===== src/design/tmtr_pkg.sv =====
// ----------------------------------------------------------------------------
// tmtr_pkg: shared types and constants of the temperature trend tracker
// field widths, stream packing and trend tracking start values
// ----------------------------------------------------------------------------
package tmtr_pkg;

    localparam int TEMP_BITS         = 12;
    localparam int DIFF_BITS         = TEMP_BITS + 1;
    localparam int GRAD_BITS         = 17;
    localparam int COUNT_BITS        = 4;
    localparam int TICK_BITS         = 32;
    localparam int LIMIT_BITS        = 8;
    localparam int WINDOW_DEPTH_DEF  = 10;
    localparam int PLATEAU_BALANCE   = 3;
    localparam int GRADIENT_SCALE    = 10;

    localparam logic [LIMIT_BITS-1:0]       SMALL_LIMIT_RESET = LIMIT_BITS'(5);
    localparam logic signed [TEMP_BITS-1:0] DOWN_MIN_START    = TEMP_BITS'(1500);
    localparam logic signed [TEMP_BITS-1:0] UP_MAX_START      = TEMP_BITS'(-500);

    // stream packing
    localparam int IN_FIELD_BITS  = TEMP_BITS + TICK_BITS;
    localparam int IN_TDATA_W     = ((IN_FIELD_BITS + 7) / 8) * 8;

    typedef struct packed {
        logic signed [TEMP_BITS-1:0]  up_maximum;
        logic signed [TEMP_BITS-1:0]  down_minimum;
        logic                         plateau;
        logic [TICK_BITS-1:0]         ended_trend_ticks;
        logic                         trend_changed;
        logic                         rising_trend;
        logic [COUNT_BITS-1:0]        small_count;
        logic [COUNT_BITS-1:0]        rising_count;
        logic [COUNT_BITS-1:0]        falling_count;
        logic signed [GRAD_BITS-1:0]  gradient;
        logic signed [TEMP_BITS-1:0]  mean_temp;
    } t_result;

    localparam int OUT_FIELD_BITS = $bits(t_result);
    localparam int OUT_TDATA_W    = ((OUT_FIELD_BITS + 7) / 8) * 8;

endpackage


===== src/design/tmtr_window_ram.sv =====
// ----------------------------------------------------------------------------
// tmtr_window_ram: window store
// one write port, one read port, registered read data
// ----------------------------------------------------------------------------
module tmtr_window_ram #(
    parameter int DEPTH   = 10,
    parameter int WIDTH   = 25,
    parameter int ADDR_W  = 4
) (
    input  logic              i_clk,
    input  logic              i_we,
    input  logic [ADDR_W-1:0] i_waddr,
    input  logic [WIDTH-1:0]  i_wdata,
    input  logic              i_re,
    input  logic [ADDR_W-1:0] i_raddr,
    output logic [WIDTH-1:0]  o_rdata
);

    logic [WIDTH-1:0] r_mem [DEPTH];
    logic [WIDTH-1:0] r_rdata;

    always_ff @(posedge i_clk) begin
        if (i_we) begin
            r_mem[i_waddr] <= i_wdata;
        end
    end

    always_ff @(posedge i_clk) begin
        if (i_re) begin
            r_rdata <= r_mem[i_raddr];
        end
    end

    assign o_rdata = r_rdata;

endmodule


===== src/design/tmtr_divider.sv =====
// ----------------------------------------------------------------------------
// tmtr_divider: bit-serial signed by unsigned divider
// restoring division, one quotient bit per cycle, truncates toward zero
// ----------------------------------------------------------------------------
module tmtr_divider #(
    parameter int NUM_W = 21,
    parameter int DEN_W = 4
) (
    input  logic                    i_clk,
    input  logic                    i_rst_n,
    input  logic                    i_start,
    input  logic signed [NUM_W-1:0] i_dividend,
    input  logic [DEN_W-1:0]        i_divisor,
    output logic                    o_done,
    output logic signed [NUM_W-1:0] o_quotient
);

    localparam int CNT_W = $clog2(NUM_W);

    logic             r_busy;
    logic             r_done;
    logic [CNT_W-1:0] r_cnt;
    logic [DEN_W-1:0] r_rem;
    logic [DEN_W-1:0] r_den;
    logic [NUM_W-1:0] r_quo;
    logic             r_neg;

    logic [DEN_W:0]   w_trial;
    logic             w_ge;
    logic [DEN_W:0]   w_diff;
    logic [NUM_W-1:0] w_mag;

    assign w_mag   = i_dividend[NUM_W-1] ? NUM_W'(-i_dividend) : NUM_W'(i_dividend);
    assign w_trial = {r_rem, r_quo[NUM_W-1]};
    assign w_ge    = w_trial >= {1'b0, r_den};
    assign w_diff  = w_trial - {1'b0, r_den};

    always_ff @(posedge i_clk) begin
        if (!i_rst_n) begin
            r_busy <= 1'b0;
            r_done <= 1'b0;
            r_cnt  <= '0;
        end else begin
            r_done <= 1'b0;
            if (i_start) begin
                r_busy <= 1'b1;
                r_cnt  <= '0;
            end else if (r_busy) begin
                r_cnt <= r_cnt + CNT_W'(1);
                if (r_cnt == CNT_W'(NUM_W - 1)) begin
                    r_busy <= 1'b0;
                    r_done <= 1'b1;
                end
            end
        end
    end

    always_ff @(posedge i_clk) begin
        if (i_start) begin
            r_rem <= '0;
            r_den <= i_divisor;
            r_quo <= w_mag;
            r_neg <= i_dividend[NUM_W-1];
        end else if (r_busy) begin
            r_rem <= w_ge ? w_diff[DEN_W-1:0] : w_trial[DEN_W-1:0];
            r_quo <= {r_quo[NUM_W-2:0], w_ge};
        end
    end

    assign o_done     = r_done;
    assign o_quotient = r_neg ? NUM_W'(-signed'(r_quo)) : signed'(r_quo);

endmodule


===== src/design/temperature_trend_tracker.sv =====
// ----------------------------------------------------------------------------
// temperature_trend_tracker: windowed temperature mean, gradient and trend
// sample and difference window in one memory, bit-serial dividers
// ----------------------------------------------------------------------------
// One sample transaction is handled at a time. The sample and its difference
// are written to the window memory on acceptance, then the filled part of the
// window is read back one entry per cycle, then the mean and gradient come
// from two bit-serial dividers running side by side (quotients of 13 + 4 +
// clog2(WINDOW_DEPTH + 1) bits, 21 with a depth of ten), and the result is
// then loaded into the output register once that register is free. The next
// sample is taken as soon as the result is loaded into the output register,
// even if that result is still waiting.
// small_delta_limit is written through i_cfg_we / i_cfg_wdata; the user must
// write it only while idle, the block itself does not enforce this.
module temperature_trend_tracker #(
    parameter int WINDOW_DEPTH = tmtr_pkg::WINDOW_DEPTH_DEF
) (
    input  logic                              i_clk,
    input  logic                              i_rst_n,
    input  logic                              i_cfg_we,
    input  logic [tmtr_pkg::LIMIT_BITS-1:0]   i_cfg_wdata,   // small_delta_limit
    input  logic                              s_axis_tvalid,
    output logic                              s_axis_tready,
    // temperature [11:0], tick [43:12], zero pad above
    input  logic [tmtr_pkg::IN_TDATA_W-1:0]   s_axis_tdata,
    output logic                              m_axis_tvalid,
    input  logic                              m_axis_tready,
    // mean_temp [11:0], gradient [28:12], falling_count [32:29],
    // rising_count [36:33], small_count [40:37], rising_trend [41],
    // trend_changed [42], ended_trend_ticks [74:43], plateau [75],
    // down_minimum [87:76], up_maximum [99:88], zero pad above
    output logic [tmtr_pkg::OUT_TDATA_W-1:0]  m_axis_tdata
);

    import tmtr_pkg::*;

    localparam int AW      = $clog2(WINDOW_DEPTH);
    localparam int CNT_W   = $clog2(WINDOW_DEPTH + 1);
    localparam int SUM_W   = TEMP_BITS + CNT_W;
    localparam int DSUM_W  = DIFF_BITS + CNT_W;
    localparam int DIV_W   = DSUM_W + 4;
    localparam int ENTRY_W = DIFF_BITS + TEMP_BITS;

    localparam logic signed [DIV_W-1:0] GRAD_SCALE_S = DIV_W'(GRADIENT_SCALE);

    typedef enum logic [1:0] {S_IDLE, S_SCAN, S_DIV, S_DONE} t_state;

    t_state                       r_state;
    logic [LIMIT_BITS-1:0]        r_limit;
    logic [AW-1:0]                r_slot;
    logic [CNT_W-1:0]             r_fill;
    logic signed [TEMP_BITS-1:0]  r_prev;
    logic signed [TEMP_BITS-1:0]  r_temp;
    logic [TICK_BITS-1:0]         r_tick;
    logic                         r_dir_up;
    logic [TICK_BITS-1:0]         r_trend_start;
    logic signed [TEMP_BITS-1:0]  r_lowest;
    logic signed [TEMP_BITS-1:0]  r_highest;
    logic [CNT_W-1:0]             r_idx;
    logic                         r_rd_vld;
    logic signed [SUM_W-1:0]      r_sum;
    logic signed [DSUM_W-1:0]     r_dsum;
    logic [CNT_W-1:0]             r_fall;
    logic [CNT_W-1:0]             r_rise;
    logic [CNT_W-1:0]             r_small;
    logic                         r_out_valid;
    t_result                      r_result;

    logic                         w_in_acc;
    logic signed [TEMP_BITS-1:0]  w_in_temp;
    logic [DIFF_BITS-1:0]         w_in_diff;
    logic                         w_rd_en;
    logic [ENTRY_W-1:0]           w_rdata;
    logic signed [DIFF_BITS-1:0]  w_rd_diff;
    logic signed [TEMP_BITS-1:0]  w_rd_temp;
    logic [DIFF_BITS-1:0]         w_rd_mag;
    logic                         w_div_start;
    logic signed [DIV_W-1:0]      w_dsum_ext;
    logic signed [DIV_W-1:0]      w_grad_num;
    logic                         w_mean_done;
    logic                         w_grad_done;
    logic signed [DIV_W-1:0]      w_mean_q;
    logic signed [DIV_W-1:0]      w_grad_q;
    logic                         w_out_free;
    logic                         w_load;
    logic                         w_fall_only;
    logic                         w_rise_only;
    logic [CNT_W-1:0]             w_bal;
    logic                         w_plateau;
    logic                         w_changed;
    logic                         n_dir_up;
    logic signed [TEMP_BITS-1:0]  n_lowest;
    logic signed [TEMP_BITS-1:0]  n_highest;
    logic [TICK_BITS-1:0]         n_trend_start;
    logic [TICK_BITS-1:0]         w_ended;

    assign s_axis_tready = (r_state == S_IDLE);
    assign w_in_acc      = s_axis_tvalid && s_axis_tready;
    assign w_in_temp     = s_axis_tdata[TEMP_BITS-1:0];
    // first sample of all has no predecessor
    assign w_in_diff     = (r_fill != '0) ?
                           DIFF_BITS'(w_in_temp) - DIFF_BITS'(r_prev) : '0;

    assign w_rd_en   = (r_state == S_SCAN) && (r_idx < r_fill);
    assign w_rd_diff = w_rdata[ENTRY_W-1:TEMP_BITS];
    assign w_rd_temp = w_rdata[TEMP_BITS-1:0];
    assign w_rd_mag  = w_rd_diff[DIFF_BITS-1] ? DIFF_BITS'(-w_rd_diff)
                                              : DIFF_BITS'(w_rd_diff);

    tmtr_window_ram #(
        .DEPTH  (WINDOW_DEPTH),
        .WIDTH  (ENTRY_W),
        .ADDR_W (AW)
    ) u_ram (
        .i_clk   (i_clk),
        .i_we    (w_in_acc),
        .i_waddr (r_slot),
        .i_wdata ({w_in_diff, w_in_temp}),
        .i_re    (w_rd_en),
        .i_raddr (r_idx[AW-1:0]),
        .o_rdata (w_rdata)
    );

    // walk done once nothing is issued and nothing is in flight
    assign w_div_start = (r_state == S_SCAN) && !w_rd_en && !r_rd_vld;
    assign w_dsum_ext  = DIV_W'(r_dsum);
    assign w_grad_num  = w_dsum_ext * GRAD_SCALE_S;

    tmtr_divider #(
        .NUM_W (DIV_W),
        .DEN_W (CNT_W)
    ) u_mean_div (
        .i_clk      (i_clk),
        .i_rst_n    (i_rst_n),
        .i_start    (w_div_start),
        .i_dividend (DIV_W'(r_sum)),
        .i_divisor  (r_fill),
        .o_done     (w_mean_done),
        .o_quotient (w_mean_q)
    );

    tmtr_divider #(
        .NUM_W (DIV_W),
        .DEN_W (CNT_W)
    ) u_grad_div (
        .i_clk      (i_clk),
        .i_rst_n    (i_rst_n),
        .i_start    (w_div_start),
        .i_dividend (w_grad_num),
        .i_divisor  (r_fill),
        .o_done     (w_grad_done),
        .o_quotient (w_grad_q)
    );

    // trend decision
    assign w_fall_only = (r_fall != '0) && (r_rise == '0);
    assign w_rise_only = (r_rise != '0) && (r_fall == '0);
    assign w_bal       = (r_fall >= r_rise) ? r_fall - r_rise : r_rise - r_fall;
    assign w_plateau   = !w_fall_only && !w_rise_only
                         && (r_small == CNT_W'(WINDOW_DEPTH))
                         && (w_bal < CNT_W'(PLATEAU_BALANCE));
    assign w_changed   = (w_fall_only && r_dir_up) || (w_rise_only && !r_dir_up);
    assign w_ended     = w_changed ? r_tick - r_trend_start : '0;
    assign n_trend_start = w_changed ? r_tick : r_trend_start;

    always_comb begin
        n_dir_up  = r_dir_up;
        n_lowest  = r_lowest;
        n_highest = r_highest;
        priority if (w_fall_only) begin
            n_dir_up = 1'b0;
            if (r_dir_up) begin
                n_lowest = DOWN_MIN_START;
            end else if (r_temp < r_lowest) begin
                n_lowest = r_temp;
            end
        end else if (w_rise_only) begin
            n_dir_up = 1'b1;
            if (!r_dir_up) begin
                n_highest = UP_MAX_START;
            end else if (r_temp > r_highest) begin
                n_highest = r_temp;
            end
        end else begin
            n_dir_up = r_dir_up;
        end
    end

    assign w_out_free = !r_out_valid || m_axis_tready;
    assign w_load     = (r_state == S_DONE) && w_out_free;

    always_ff @(posedge i_clk) begin
        if (!i_rst_n) begin
            r_state       <= S_IDLE;
            r_limit       <= SMALL_LIMIT_RESET;
            r_slot        <= '0;
            r_fill        <= '0;
            r_prev        <= '0;
            r_dir_up      <= 1'b0;
            r_trend_start <= '0;
            r_lowest      <= DOWN_MIN_START;
            r_highest     <= UP_MAX_START;
            r_idx         <= '0;
            r_rd_vld      <= 1'b0;
            r_out_valid   <= 1'b0;
        end else begin
            if (i_cfg_we) begin
                r_limit <= i_cfg_wdata;
            end
            r_rd_vld <= w_rd_en;
            if (w_load) begin
                r_out_valid <= 1'b1;
            end else if (m_axis_tready) begin
                r_out_valid <= 1'b0;
            end
            unique case (r_state)
                S_IDLE: begin
                    if (w_in_acc) begin
                        r_slot  <= (r_slot == AW'(WINDOW_DEPTH - 1)) ? '0
                                                                    : r_slot + AW'(1);
                        if (r_fill != CNT_W'(WINDOW_DEPTH)) begin
                            r_fill <= r_fill + CNT_W'(1);
                        end
                        r_prev  <= w_in_temp;
                        r_idx   <= '0;
                        r_state <= S_SCAN;
                    end
                end
                S_SCAN: begin
                    if (w_rd_en) begin
                        r_idx <= r_idx + CNT_W'(1);
                    end
                    if (w_div_start) begin
                        r_state <= S_DIV;
                    end
                end
                S_DIV: begin
                    if (w_mean_done && w_grad_done) begin
                        r_state <= S_DONE;
                    end
                end
                S_DONE: begin
                    if (w_load) begin
                        r_dir_up      <= n_dir_up;
                        r_trend_start <= n_trend_start;
                        r_lowest      <= n_lowest;
                        r_highest     <= n_highest;
                        r_state       <= S_IDLE;
                    end
                end
                default: begin
                    r_state <= S_IDLE;
                end
            endcase
        end
    end

    // payload registers
    always_ff @(posedge i_clk) begin
        if (w_in_acc) begin
            r_temp  <= w_in_temp;
            r_tick  <= s_axis_tdata[TEMP_BITS +: TICK_BITS];
            r_sum   <= '0;
            r_dsum  <= '0;
            r_fall  <= '0;
            r_rise  <= '0;
            r_small <= '0;
        end else if (r_rd_vld) begin
            r_sum   <= r_sum + SUM_W'(w_rd_temp);
            r_dsum  <= r_dsum + DSUM_W'(w_rd_diff);
            r_fall  <= r_fall + CNT_W'(w_rd_diff < 0);
            r_rise  <= r_rise + CNT_W'(w_rd_diff > 0);
            r_small <= r_small + CNT_W'(w_rd_mag < DIFF_BITS'(r_limit));
        end
        if (w_load) begin
            r_result.mean_temp         <= TEMP_BITS'(w_mean_q);
            r_result.gradient          <= GRAD_BITS'(w_grad_q);
            r_result.falling_count     <= COUNT_BITS'(r_fall);
            r_result.rising_count      <= COUNT_BITS'(r_rise);
            r_result.small_count       <= COUNT_BITS'(r_small);
            r_result.rising_trend      <= n_dir_up;
            r_result.trend_changed     <= w_changed;
            r_result.ended_trend_ticks <= w_ended;
            r_result.plateau           <= w_plateau;
            r_result.down_minimum      <= n_lowest;
            r_result.up_maximum        <= n_highest;
        end
    end

    assign m_axis_tvalid = r_out_valid;
    assign m_axis_tdata  = OUT_TDATA_W'(r_result);

    ap_fill_bound : assert property (@(posedge i_clk) disable iff (!i_rst_n)
        r_fill <= CNT_W'(WINDOW_DEPTH))
        else $error("fill count beyond window depth");

    ap_div_lockstep : assert property (@(posedge i_clk) disable iff (!i_rst_n)
        w_mean_done == w_grad_done)
        else $error("dividers out of step");

    ap_change_flips : assert property (@(posedge i_clk) disable iff (!i_rst_n)
        (w_load && w_changed) |=> (r_dir_up != $past(r_dir_up)))
        else $error("trend change without direction flip");

    ap_no_plateau_on_change : assert property (@(posedge i_clk) disable iff (!i_rst_n)
        m_axis_tvalid |-> !(r_result.plateau && r_result.trend_changed))
        else $error("plateau flagged on a trend change");

    ap_accept_starts_scan : assert property (@(posedge i_clk) disable iff (!i_rst_n)
        w_in_acc |=> (r_state == S_SCAN) && (r_fill != '0))
        else $error("accepted sample did not start a window walk");

endmodule

===== config.mk =====
export PLATFORM = sky130hd
export DESIGN_NAME = temperature_trend_tracker
export DESIGN_NICKNAME = d
export VERILOG_FILES = /design/src/design/tmtr_pkg.sv /design/src/design/tmtr_window_ram.sv /design/src/design/tmtr_divider.sv /design/src/design/temperature_trend_tracker.sv
export SDC_FILE = /design/constraint.sdc
export NUM_CORES = 1
export LEC_CHECK = 0
export ABC_AREA = 0
export BUFFER_PORTS_ARGS = -buffer_cell sky130_fd_sc_hd__buf_2
export CORE_MARGIN = 10
export CORE_UTILIZATION = 55
export CTS_BUF_LIST = sky130_fd_sc_hd__clkbuf_8
export CTS_CLUSTER_SIZE = 10
export DETAILED_ROUTE_END_ITERATION = 10
export GPL_ROUTABILITY_DRIVEN = 0
export HOLD_SLACK_MARGIN = 0.03
export PLACE_DENSITY = 0.73
export SYNTH_ARGS = -nofsm -noshare
export SYNTH_HDL_FRONTEND = slang
export SYNTH_SLANG_ARGS = --single-unit

===== constraint.sdc =====
create_clock -name i_clk -period 10.4 [get_ports i_clk]
set_clock_uncertainty 0.2 [all_clocks]
set_input_delay 1.04 -clock i_clk [delete_from_list [all_inputs] [get_ports i_clk]]
set_output_delay 1.04 -clock i_clk [all_outputs]
set_load 0.02 [all_outputs]

==> results_dict.tcl, run 1 <==
set metrics [dict create \
    outcome "completed" \
    timing.final.ws_setup_ps 6340 \
    min-delay-start "r_trend_start[21]" \
    num_vias 20400 \
    routed_via_density 5.70 \
    port_buffers 158 \
    reg2reg_to "u_grad_div.r_quo[18]" \
    cp_max_fo 76 \
    rows 86 \
    grt_overflow_total 0 \
    final_common_cell "edfxtp_1" \
    fillers 4330 \
    cap_viol_max_count 0 \
    regToRegSetupSlack_ps 6340 \
    grt_pass1_wl_um 106000 \
    synth-seq-cells 627 \
    ys.flop_type "edfxtp_1" \
    syn_inst 2571 \
    cp.arrival_ps 4310 \
    clk_pin_slew_worst_paths_ps 60 \
    vdd_drop_max_mv 0.169 \
    core_area_um2 55100 \
    netlist.area_leader.share_pct 45.8 \
    cp-end-kind "register" \
    synthArstFlopShare_pct 0 \
    yosysTopAreaCell "edfxtp_1" \
    syn_avg_cell_area_um2 11.9 \
    num_antenna_cells 0 \
    cts_setup_buffers 0 \
    max_freq_ghz 0.246 \
    cts_tree "yes" \
    finalCritPeriodShare_pct 39.1 \
    insertion_delay_ps 720 \
    numCtsBuffers 103 \
    drtAntennaViolNets 0 \
    synth_edf_count 467 \
    slew_headroom_pct 11.0 \
    ctsHoldBuffers 0 \
    reg2reg_from "r_idx[1]" \
    num-nets-final 2998 \
    hold_path.class "register to register" \
    wirelength_um 65900 \
    die_area_um2 65500 \
    grt_pass1_vias 20500 \
    die_h_um 256 \
    synth.distinct_cells 86 \
    rsz0062_at_grt "no" \
    reg2reg_depth 9 \
    power_density_nw_per_um2 240 \
    critPathKind "register to register" \
    period_needed_ps 4060 \
    antenna_found_initial 0 \
    synth.area.top_cells "edfxtp_1 46%, dfxtp_1 10%, ha_1 7.3%" \
    initial_core_util_pct 55.6 \
    tns_ps 0 \
    cts_max_level 3 \
    syn_area_um2 30600 \
    layout-drive-gt1-share_pct 14.5 \
    numClockSinks 627 \
    pre_cts_ws_ps 5970 \
    whs_endpoint "r_trend_start[21]" \
    grtUsageTotal_pct 19.8 \
    root_buffer "clkbuf_8" \
    syn_to_final_growth_pct 11.6 \
    start_kind "register" \
    firstDrtPassIters 5 \
    yosysWarnings 0 \
    drc_errors 0 \
    dp_hpwl_um 44700 \
    final_cell_mix "467 x edfxtp_1, 233 x nand2_1, 198 x inv_1" \
    drv_slew 0 \
    seq_area_frac_synth_pct 56.3 \
    p_leak_nw 12.9 \
    wl_per_cell_um 18.4 \
    io_pins 167 \
    cts_buffer_depth 3 \
    setup_viol 0 \
    grt_max_degree 81 \
    hold_depth 2 \
    first_iter_violations 1262 \
    hold_violations 0 \
    required_ps 10650 \
    tightest_slew_ps 1330 \
    die_x_um 256 \
    cts_resized 0 \
]
==> area by class of cell <==
type	instances	area, um2	share of cell area (%)
Tap cell	748	936	2.74
Timing Repair Buffer	175	918	2.69
Multi-Input combinational cell	1686	12500	36.5
Sequential cell	627	17200	50.5
Clock inverter	80	443	1.30
Clock buffer	114	1570	4.59
Inverter	157	594	1.74
==> critical path: stages, from the launching register on <==
cell     delay (ps)
dfxtp_2         310
buf_4           620
ha_1            370
a21o_1          160
a21o_1          160
a21oi_1         250
or3b_2          170
buf_4           510
inv_1           580
mux2_2          420
==> flip-flops by register name, indices dropped and copies added, names as in the netlist, 8 cells and up <==
name / flops
m_axis_tdata: 100
r_dsum: 17
r_highest: 12
r_limit: 8
r_lowest: 12
r_prev: 12
r_sum: 16
r_temp: 12
r_tick: 32
r_trend_start: 32
u_grad_div.r_quo: 21
u_mean_div.r_quo: 21
u_ram.o_rdata: 25
u_ram.r_mem: 250
==> report_power, final <==
| group | internal [W] | total, W | switching, W | leakage [nW] |
|---|---|---|---|---|
| registers | 0.00327 | 0.00359 | 0.000320 | 5.59 |
| logic | 0.00103 | 0.00255 | 0.00153 | 6.08 |
| clock network | 0.00109 | 0.00207 | 0.000980 | 1.20 |
| total | 0.00539 | 0.00822 | 0.00283 | 12.9 |
==> metal layers <==
metal | track usage [%] | share of wire, % | up-vias
met5 | 0 | 0 | -
met4 | 6.89 | 3.0 | 0
met3 | 3.77 | 5.4 | 148
met2 | 33.4 | 49 | 562
met1 | 25.2 | 43 | 9918
li1 | - | - | 9813
==> cells in the mapped netlist, types with 50 or more instances <==
cell,number
mux4_2,50
ha_1,178
nand2_1,233
a21oi_1,159
edfxtp_1,467
inv_1,156
nor2b_1,54
dfxtp_1,160
xor2_1,59
o21ai_0,82
clkbuf_1,78
mux2i_1,70
nor2_1,199
xnor2_1,85
==> per-stage QoR <==
step	std cells	util (%)	instance area, um2	hold slack, ps	total power (W)
2_1_floorplan	2574	-	30600	230	0.00551
3_3_place_gp	3393	58.4	32200	242	0.00607
3_5_place_dp	3393	58.4	32200	246	0.00619
4_1_cts	3587	62.0	34200	255	0.00826
5_1_grt	3587	62.0	34200	268	0.00873
6_report	3587	62.0	34200	253	0.00822
==> worst max path at each step <==
| stage | startpoint | endpoint | slack (ps) | depth (start not counted) |
|---|---|---|---|---|
| after global routing | r_idx[1] | u_grad_div.r_quo[10] | 6120 | 9 |
| after global placement | s_axis_tdata[0] | u_ram.r_mem[8][22] | 6130 | 13 |
| after CTS | r_idx[1] | u_grad_div.r_quo[18] | 6330 | 9 |
| after floorplan | m_axis_tready | r_lowest[10] | 5500 | 7 |
| final | r_idx[1] | u_grad_div.r_quo[18] | 6340 | 9 |
| after detailed placement | s_axis_tdata[0] | u_ram.r_mem[9][22] | 5970 | 13 |
==> cells by family (layout without fill, tap and decap cells) <==
kind of cell	count (synthesis)	after routing	synth area share [%]
other	1	4	0.0123
AO/OA/AOI/OAI	515	515	11.1
buffers and inverters	261	526	3.30
XOR/XNOR	147	147	4.39
AND/OR/NAND/NOR	709	709	10.9
multiplexers	124	124	6.11
flip-flops	627	627	56.3
adder cells (fa/ha/maj)	187	187	7.86
Note: power is estimated with default switching activity, not from simulation.
==> run 2: changes to the inputs <==
--- a/config.mk
+++ b/config.mk
@@ -5,7 +5,7 @@
 export SDC_FILE = /design/constraint.sdc
 export NUM_CORES = 1
 export LEC_CHECK = 0
-export ABC_AREA = 0
+export ABC_AREA = 1
 export BUFFER_PORTS_ARGS = -buffer_cell sky130_fd_sc_hd__buf_2
 export CORE_MARGIN = 10
 export CORE_UTILIZATION = 55
==> constraint.sdc (replaced) <==
create_clock -name i_clk -period 4.1 [get_ports i_clk]
set_clock_uncertainty 0.2 [all_clocks]
set_input_delay 0.41 -clock i_clk [delete_from_list [all_inputs] [get_ports i_clk]]
set_output_delay 0.41 -clock i_clk [all_outputs]
set_load 0.02 [all_outputs]
==> run 2 against run 1 <==
First-iteration DRC count increased by 62%. Clock-buffer cell count shrank 2. Critical path depth rose by 7. Largest power group unchanged. Utilization is 1.7 points higher. Global-route usage increased by 1.6 points. Largest cell class unchanged.
==> results_dict.tcl, run 2 <==
set metrics [dict create \
    outcome "completed" \
    required_ps 4340 \
    wl_per_cell_um 16.5 \
    power.total_w 0.0235 \
    antenna_found_initial 2 \
    netlist_top_cells_count "552 x nand2_1, 467 x edfxtp_1, 424 x inv_1, 349 x o21ai_0, 333 x nor2_1" \
    whs_endpoint "r_tick[9]" \
    reg2reg_to "u_grad_div.r_quo[16]" \
    max_stage_delay_ps 500 \
    port_buffers 158 \
    post-place-cells 4208 \
    ys.flop_type "edfxtp_1" \
    yosysWarnings 0 \
    syn_area_um2 31600 \
    synth.distinct_cells 56 \
    cp_max_fo 24 \
    synth_top_family_by_area "simple AND/OR/NAND/NOR gates" \
    grt.busiest_layer "met2" \
    final_cell_mix "551 x nand2_1, 467 x edfxtp_1, 455 x inv_1" \
    hold_path.class "input pin to register" \
    drc_errors 0 \
    grt_pass1_wl_um 117000 \
    setup_viol 0 \
    syn_inst 3371 \
    cts_resized 0 \
    grt_max_degree 128 \
    syn_to_final_growth_pct 14.1 \
    tns_ps 0 \
    synthMuxAreaShare_pct 0.950 \
    slew_headroom_pct 31.5 \
    synth_edf_count 467 \
    first_iter_violations 2046 \
    synth.area.top_cells "edfxtp_1 44%, dfxtp_1 10%, ha_1 7.0%" \
    netlist.area_leader.share_pct 44.4 \
    hold_violations 0 \
    die_x_um 260 \
    yosys.area_share.simple_pct 15.2 \
    design_area_um2 36000 \
    synth_compound_area_share_pct 12.7 \
    grtUsageMet2_pct 34.7 \
    instances_no_fill 4470 \
    globalRouteMet1Util_pct 28.8 \
    reg2reg_depth 16 \
    reg2reg_from "r_dsum[1]" \
    cts_tree "yes" \
    cts_max_level 3 \
    seq_area_frac_synth_pct 54.5 \
    period_needed_ps 3370 \
    final_common_cell "nand2_1" \
    dpl_cell_area_um2 33200 \
    largest_reg_flops 250 \
    rows 87 \
    grt_pass1_vias 22700 \
    numCtsBuffers 102 \
    num-nets-final 3872 \
    p_leak_nw 15.2 \
    cts_buffer_depth 3 \
    firstDrtPassIters 5 \
    yosysMostFrequentCell "nand2_1" \
    finalCritPeriodShare_pct 82.3 \
    syn_avg_cell_area_um2 9.37 \
    io_pins 167 \
    max_freq_ghz 0.297 \
    critPathSlowestCell "xor2_4" \
    cp.arrival_ps 3620 \
    cap_viol_max_count 0 \
    cp_num_buf_inv 3 \
    insertion_delay_ps 710 \
    min-delay-start "s_axis_tdata[21]" \
    rsz0062_at_grt "no" \
    hold_depth 2 \
    core_area_um2 56600 \
    yosysTopAreaCell "edfxtp_1" \
    die_h_um 260 \
    numClockSinks 627 \
    cp_cell_sequence "ha_1 -> ha_1 -> inv_1 -> fa_1 -> inv_1 -> nand2_1 -> nand2_1 -> nand3_2 -> nand2_2 -> nand3_2 -> nand2_2 -> xor2_4 -> buf_4 -> nand3_1 -> nand3_1 -> o21ai_1" \
    regToRegSetupSlack_ps 730 \
    initial_core_util_pct 55.8 \
    grt_overflow_total 0 \
    use_met3_pct 3.69 \
    cp-end-kind "register" \
    vdd_drop_max_mv 0.353 \
    grtUsageTotal_pct 21.4 \
    layout-drive-gt1-share_pct 10.0 \
    start_kind "register" \
    power_density_nw_per_um2 651 \
    wirelength_um 73600 \
    synthArstFlopShare_pct 0 \
    drv_slew 0 \
    routed_via_density 5.42 \
    fin_util_pct 63.7 \
    num_vias 24200 \
    worst_path_dominant_cell_family "adder cells" \
    synth-seq-cells 627 \
    critPathKind "register to register" \
    regMostFlops "u_ram.r_mem" \
    synth_xor_area_share_pct 2.28 \
    drtAntennaViolNets 0 \
    root_buffer "clkbuf_8" \
    tightest_slew_ps 1030 \
    dp_hpwl_um 49500 \
    die_area_um2 67400 \
    synth-adder-area-share_pct 7.62 \
    clk_pin_slew_worst_paths_ps 70 \
]
-- run 2: cell count changes after synthesis, sizes merged, moves of 54 or more --
cell | previous run | this run
inv | 157 | 427
nor2b | 54 | 0
nor2 | 199 | 335
o21ai | 101 | 361
nand2 | 233 | 558
xnor2 | 88 | 20
a21oi | 161 | 266
nand3 | 25 | 154
-- run 2: kinds of logic (layout without fill, tap and decap cells) --
family                   count (synthesis)  count (layout)
AND/OR/NAND/NOR                       1157            1157
flip-flops                             627             627
multiplexers                            30              30
adder cells (fa/ha/maj)                187             187
buffers and inverters                  548             887
XOR/XNOR                                80              80
AO/OA/AOI/OAI                          741             741
other                                    1               5
-- run 2: per-stage QoR --
step,setup WS [ps],hold WS [ps]
after floorplan,659,208
after global placement,785,217
after detailed placement,723,218
after CTS,729,152
after global routing,465,179
final,728,211
-- run 2: layout make-up --
type	count	area (um2)
Antenna cell	1	2.50
Clock buffer	112	1540
Clock inverter	81	619
Fill cell	4636	20600
Inverter	430	1620
Multi-Input combinational cell	2199	12300
Sequential cell	627	17200
Tap cell	756	946
Timing Repair Buffer	264	1780
-- run 2: worst max-delay path by stage --
stage	endpoint	slack, ps	from	cells past startpoint
after floorplan	u_ram.r_mem[3][0]	660	r_state[0]	6
after CTS	u_grad_div.r_quo[16]	730	r_dsum[1]	16
after global placement	u_grad_div.r_quo[16]	780	r_dsum[1]	16
final	u_grad_div.r_quo[16]	730	r_dsum[1]	16
after global routing	u_grad_div.r_quo[12]	460	r_dsum[1]	16
after detailed placement	u_grad_div.r_quo[16]	720	r_dsum[1]	16
-- run 2: repair_timing --
item	in CTS	in global routing
hold endpoints to repair	205	0
setup buffers	0	0
hold buffers	68	0
-- run 2: metal layers --
layer / routed length (um) / vias to the layer above
li1: - / 12100
met4: 1880 / 2
met2: 34500 / 729
met3: 4700 / 137
met1: 32500 / 11300
met5: 17 / -
-- run 2: where the power goes --
group	leakage, nW	switching [W]	internal (W)
clock	1.23	0.00252	0.00316
sequential	5.59	0.000722	0.00846
combinational	8.39	0.00575	0.00285
==> run 3: changes to the inputs <==
--- a/config.mk
+++ b/config.mk
@@ -14,7 +14,7 @@
 export DETAILED_ROUTE_END_ITERATION = 10
 export GPL_ROUTABILITY_DRIVEN = 0
 export HOLD_SLACK_MARGIN = 0.03
-export PLACE_DENSITY = 0.73
+export PLACE_DENSITY = 0.76
 export SYNTH_ARGS = -nofsm -noshare
 export SYNTH_HDL_FRONTEND = slang
 export SYNTH_SLANG_ARGS = --single-unit
==> constraint.sdc (replaced) <==
create_clock -name i_clk -period 3.08 [get_ports i_clk]
set_clock_uncertainty 0.2 [all_clocks]
set_input_delay 0.308 -clock i_clk [delete_from_list [all_inputs] [get_ports i_clk]]
set_output_delay 0.308 -clock i_clk [all_outputs]
set_load 0.02 [all_outputs]
==> run 3 against run 2 <==
Register-to-register slack got worse by 680 ps. Clock-buffer cell count fell by 2. First-iteration DRC count rose by 6.0%. Cell area rose by 1.4%. Critical path depth rose by 2. Via count rose by 1.6%. Setup slack got worse by 680 ps. Maximum frequency rose by 11%. Non-clock buffer count rose by 56. Sequential power rose by 33%. Utilization rose by 0.90 points. Critical endpoint is now r_small[3]. Largest power group is now combinational logic.
==> results_dict.tcl, run 3 (synthesized netlist as in run 2, its figures left out) <==
set metrics [dict create \
    outcome "completed" \
    final_cell_mix "545 x nand2_1, 467 x edfxtp_1, 453 x inv_1" \
    drc_errors 0 \
    startpoint "u_ram.o_rdata[12]" \
    drtAntennaViolNets 0 \
    numClockSinks 627 \
    die_h_um 260 \
    cp.arrival_ps 3400 \
    cts_tree "yes" \
    period_needed_ps 3030 \
    critPathKind "register to register" \
    drv_slew 0 \
    cts_buffer_depth 3 \
    tightest_slew_ps 832 \
    first_iter_violations 2168 \
    clock_power_share_pct 22.1 \
    io_pins 167 \
    firstDrtPassIters 6 \
    setup_viol 0 \
    rsz0062_at_grt "yes" \
    worst_hold_slack_ps 117 \
    wirelength_um 75000 \
    reg2reg_depth 18 \
    pwr-share-comb_pct 39.1 \
    reg2reg_to "r_small[3]" \
    die_x_um 260 \
    syn_to_final_growth_pct 15.7 \
    regToRegSetupSlack_ps 50 \
    cp_max_fo 3 \
    power.total_w 0.0315 \
    port_buffers 158 \
    num-nets-final 3926 \
    largest_reg_flops 250 \
    wl_per_cell_um 16.6 \
    hold_path.class "input pin to register" \
    max_freq_ghz 0.330 \
    cap_viol_max_count 0 \
    required_ps 3450 \
    p_sw_share_pct 38.8 \
    vdd_drop_max_mv 0.528 \
    power_density_nw_per_um2 861 \
    cts_max_level 3 \
    pwr-share-seq_pct 38.8 \
    initial_core_util_pct 55.8 \
    hold_violations 0 \
    p_leak_nw 15.4 \
    antenna_found_initial 1 \
    cell_internal_pwr_w 0.0193 \
    regMostFlops "u_ram.r_mem" \
    final_common_cell "nand2_1" \
    hold_depth 2 \
    slew_headroom_pct 44.5 \
    grt_overflow_total 0 \
    cp-end-kind "register" \
    grt_max_degree 104 \
    routed_via_density 5.44 \
    dp_hpwl_um 51000 \
    die_area_um2 67400 \
    finalCritPeriodShare_pct 98.3 \
    root_buffer "clkbuf_8" \
    p_sw_w 0.0122 \
    grtUsageTotal_pct 21.8 \
    endpoint "r_small[3]" \
    insertion_delay_ps 700 \
    num_vias 24600 \
    clk_pin_slew_worst_paths_ps 70 \
    numCtsBuffers 100 \
    core_area_um2 56600 \
    reg2reg_from "u_ram.o_rdata[12]" \
    start_kind "register" \
    grt_pass1_vias 23100 \
    rows 87 \
    grt_pass1_wl_um 119000 \
    layout-drive-gt1-share_pct 12.3 \
]
-- run 3: cell types whose count changed in the layout (fill, tap and decap cells not counted), sizes merged --
cell | previous run | this run
bufinv | 10 | 5
dlygate4sd3 | 68 | 71
clkinvlp | 0 | 2
clkinv | 37 | 32
buf | 196 | 249
inv | 464 | 465
clkbuf | 112 | 110
diode | 1 | 5
-- run 3: power by group through the flow --
stage               logic (W)  registers, W  clock network [W]
finish                 0.0123        0.0122            0.00695
CTS                    0.0119        0.0122            0.00707
detailed placement     0.0117        0.0123                  0
floorplan             0.00834        0.0123                  0
global placement       0.0115        0.0123                  0
global route           0.0140        0.0124            0.00744
-- run 3: how the worst min path moves through the flow --
stage	start	end	slack (ps)
floorplan	s_axis_tdata[0]	r_temp[0]	210
global placement	r_small[3]	m_axis_tdata[40]	220
detailed placement	r_small[3]	m_axis_tdata[40]	220
CTS	s_axis_tdata[18]	r_tick[6]	60
global route	s_axis_tdata[18]	r_tick[6]	90
finish	s_axis_tdata[18]	r_tick[6]	120
-- run 3: what timing repair did --
item	in CTS	in global routing
hold buffers	71	0
endpoints found under the setup margin	0	15
resized for setup	0	54
endpoints found under the hold margin	207	0
setup buffers	0	2
-- run 3: worst max-delay path: stages (launching register included) --
cell and delay, ps:
edfxtp_1 420, inv_2 120, ha_4 150, nand3_2 80, nand2_2 70, xor2_1 150, ha_1 260, nand2_1 90
inv_1 40, nand4_1 60, o211ai_1 100, a21oi_1 160, o21bai_1 80, a21oi_1 140, buf_4 160, ha_4 140
nand4_1 190, o21ai_2 240, a21oi_1 70
-- run 3: stage by stage --
step / cells / area (um2) / setup TNS, ps / setup slack [ps] / util, %
2_1_floorplan: 3374 / 31600 / 0 / 55.9 / -
3_3_place_gp: 4259 / 33700 / 0 / 72.2 / 59.5
3_5_place_dp: 4259 / 33700 / 0 / 27.0 / 59.5
4_1_cts: 4514 / 36300 / 0 / 34.9 / 64.2
5_1_grt: 4521 / 36500 / -275 / -151 / 64.6
6_report: 4521 / 36500 / 0 / 51.3 / 64.6
-- run 3: area by class of cell --
class                   instances  area, um2
diodes                          5       12.5
clock buffers                 110       1510
clock inverters                74        450
fillers                      4418      20100
inverters                     430       1620
multi-input cells            2199      12500
flip-flops and latches        627      17200
well taps                     756        946
repair buffers                320       2280
-- run 3: routing by layer --
layer | GRT usage (%) | routed length [um]
met5 | 0 | 0
met3 | 3.59 | 4840
met2 | 35.9 | 35800
met4 | 7.26 | 2020
met1 | 28.8 | 32400
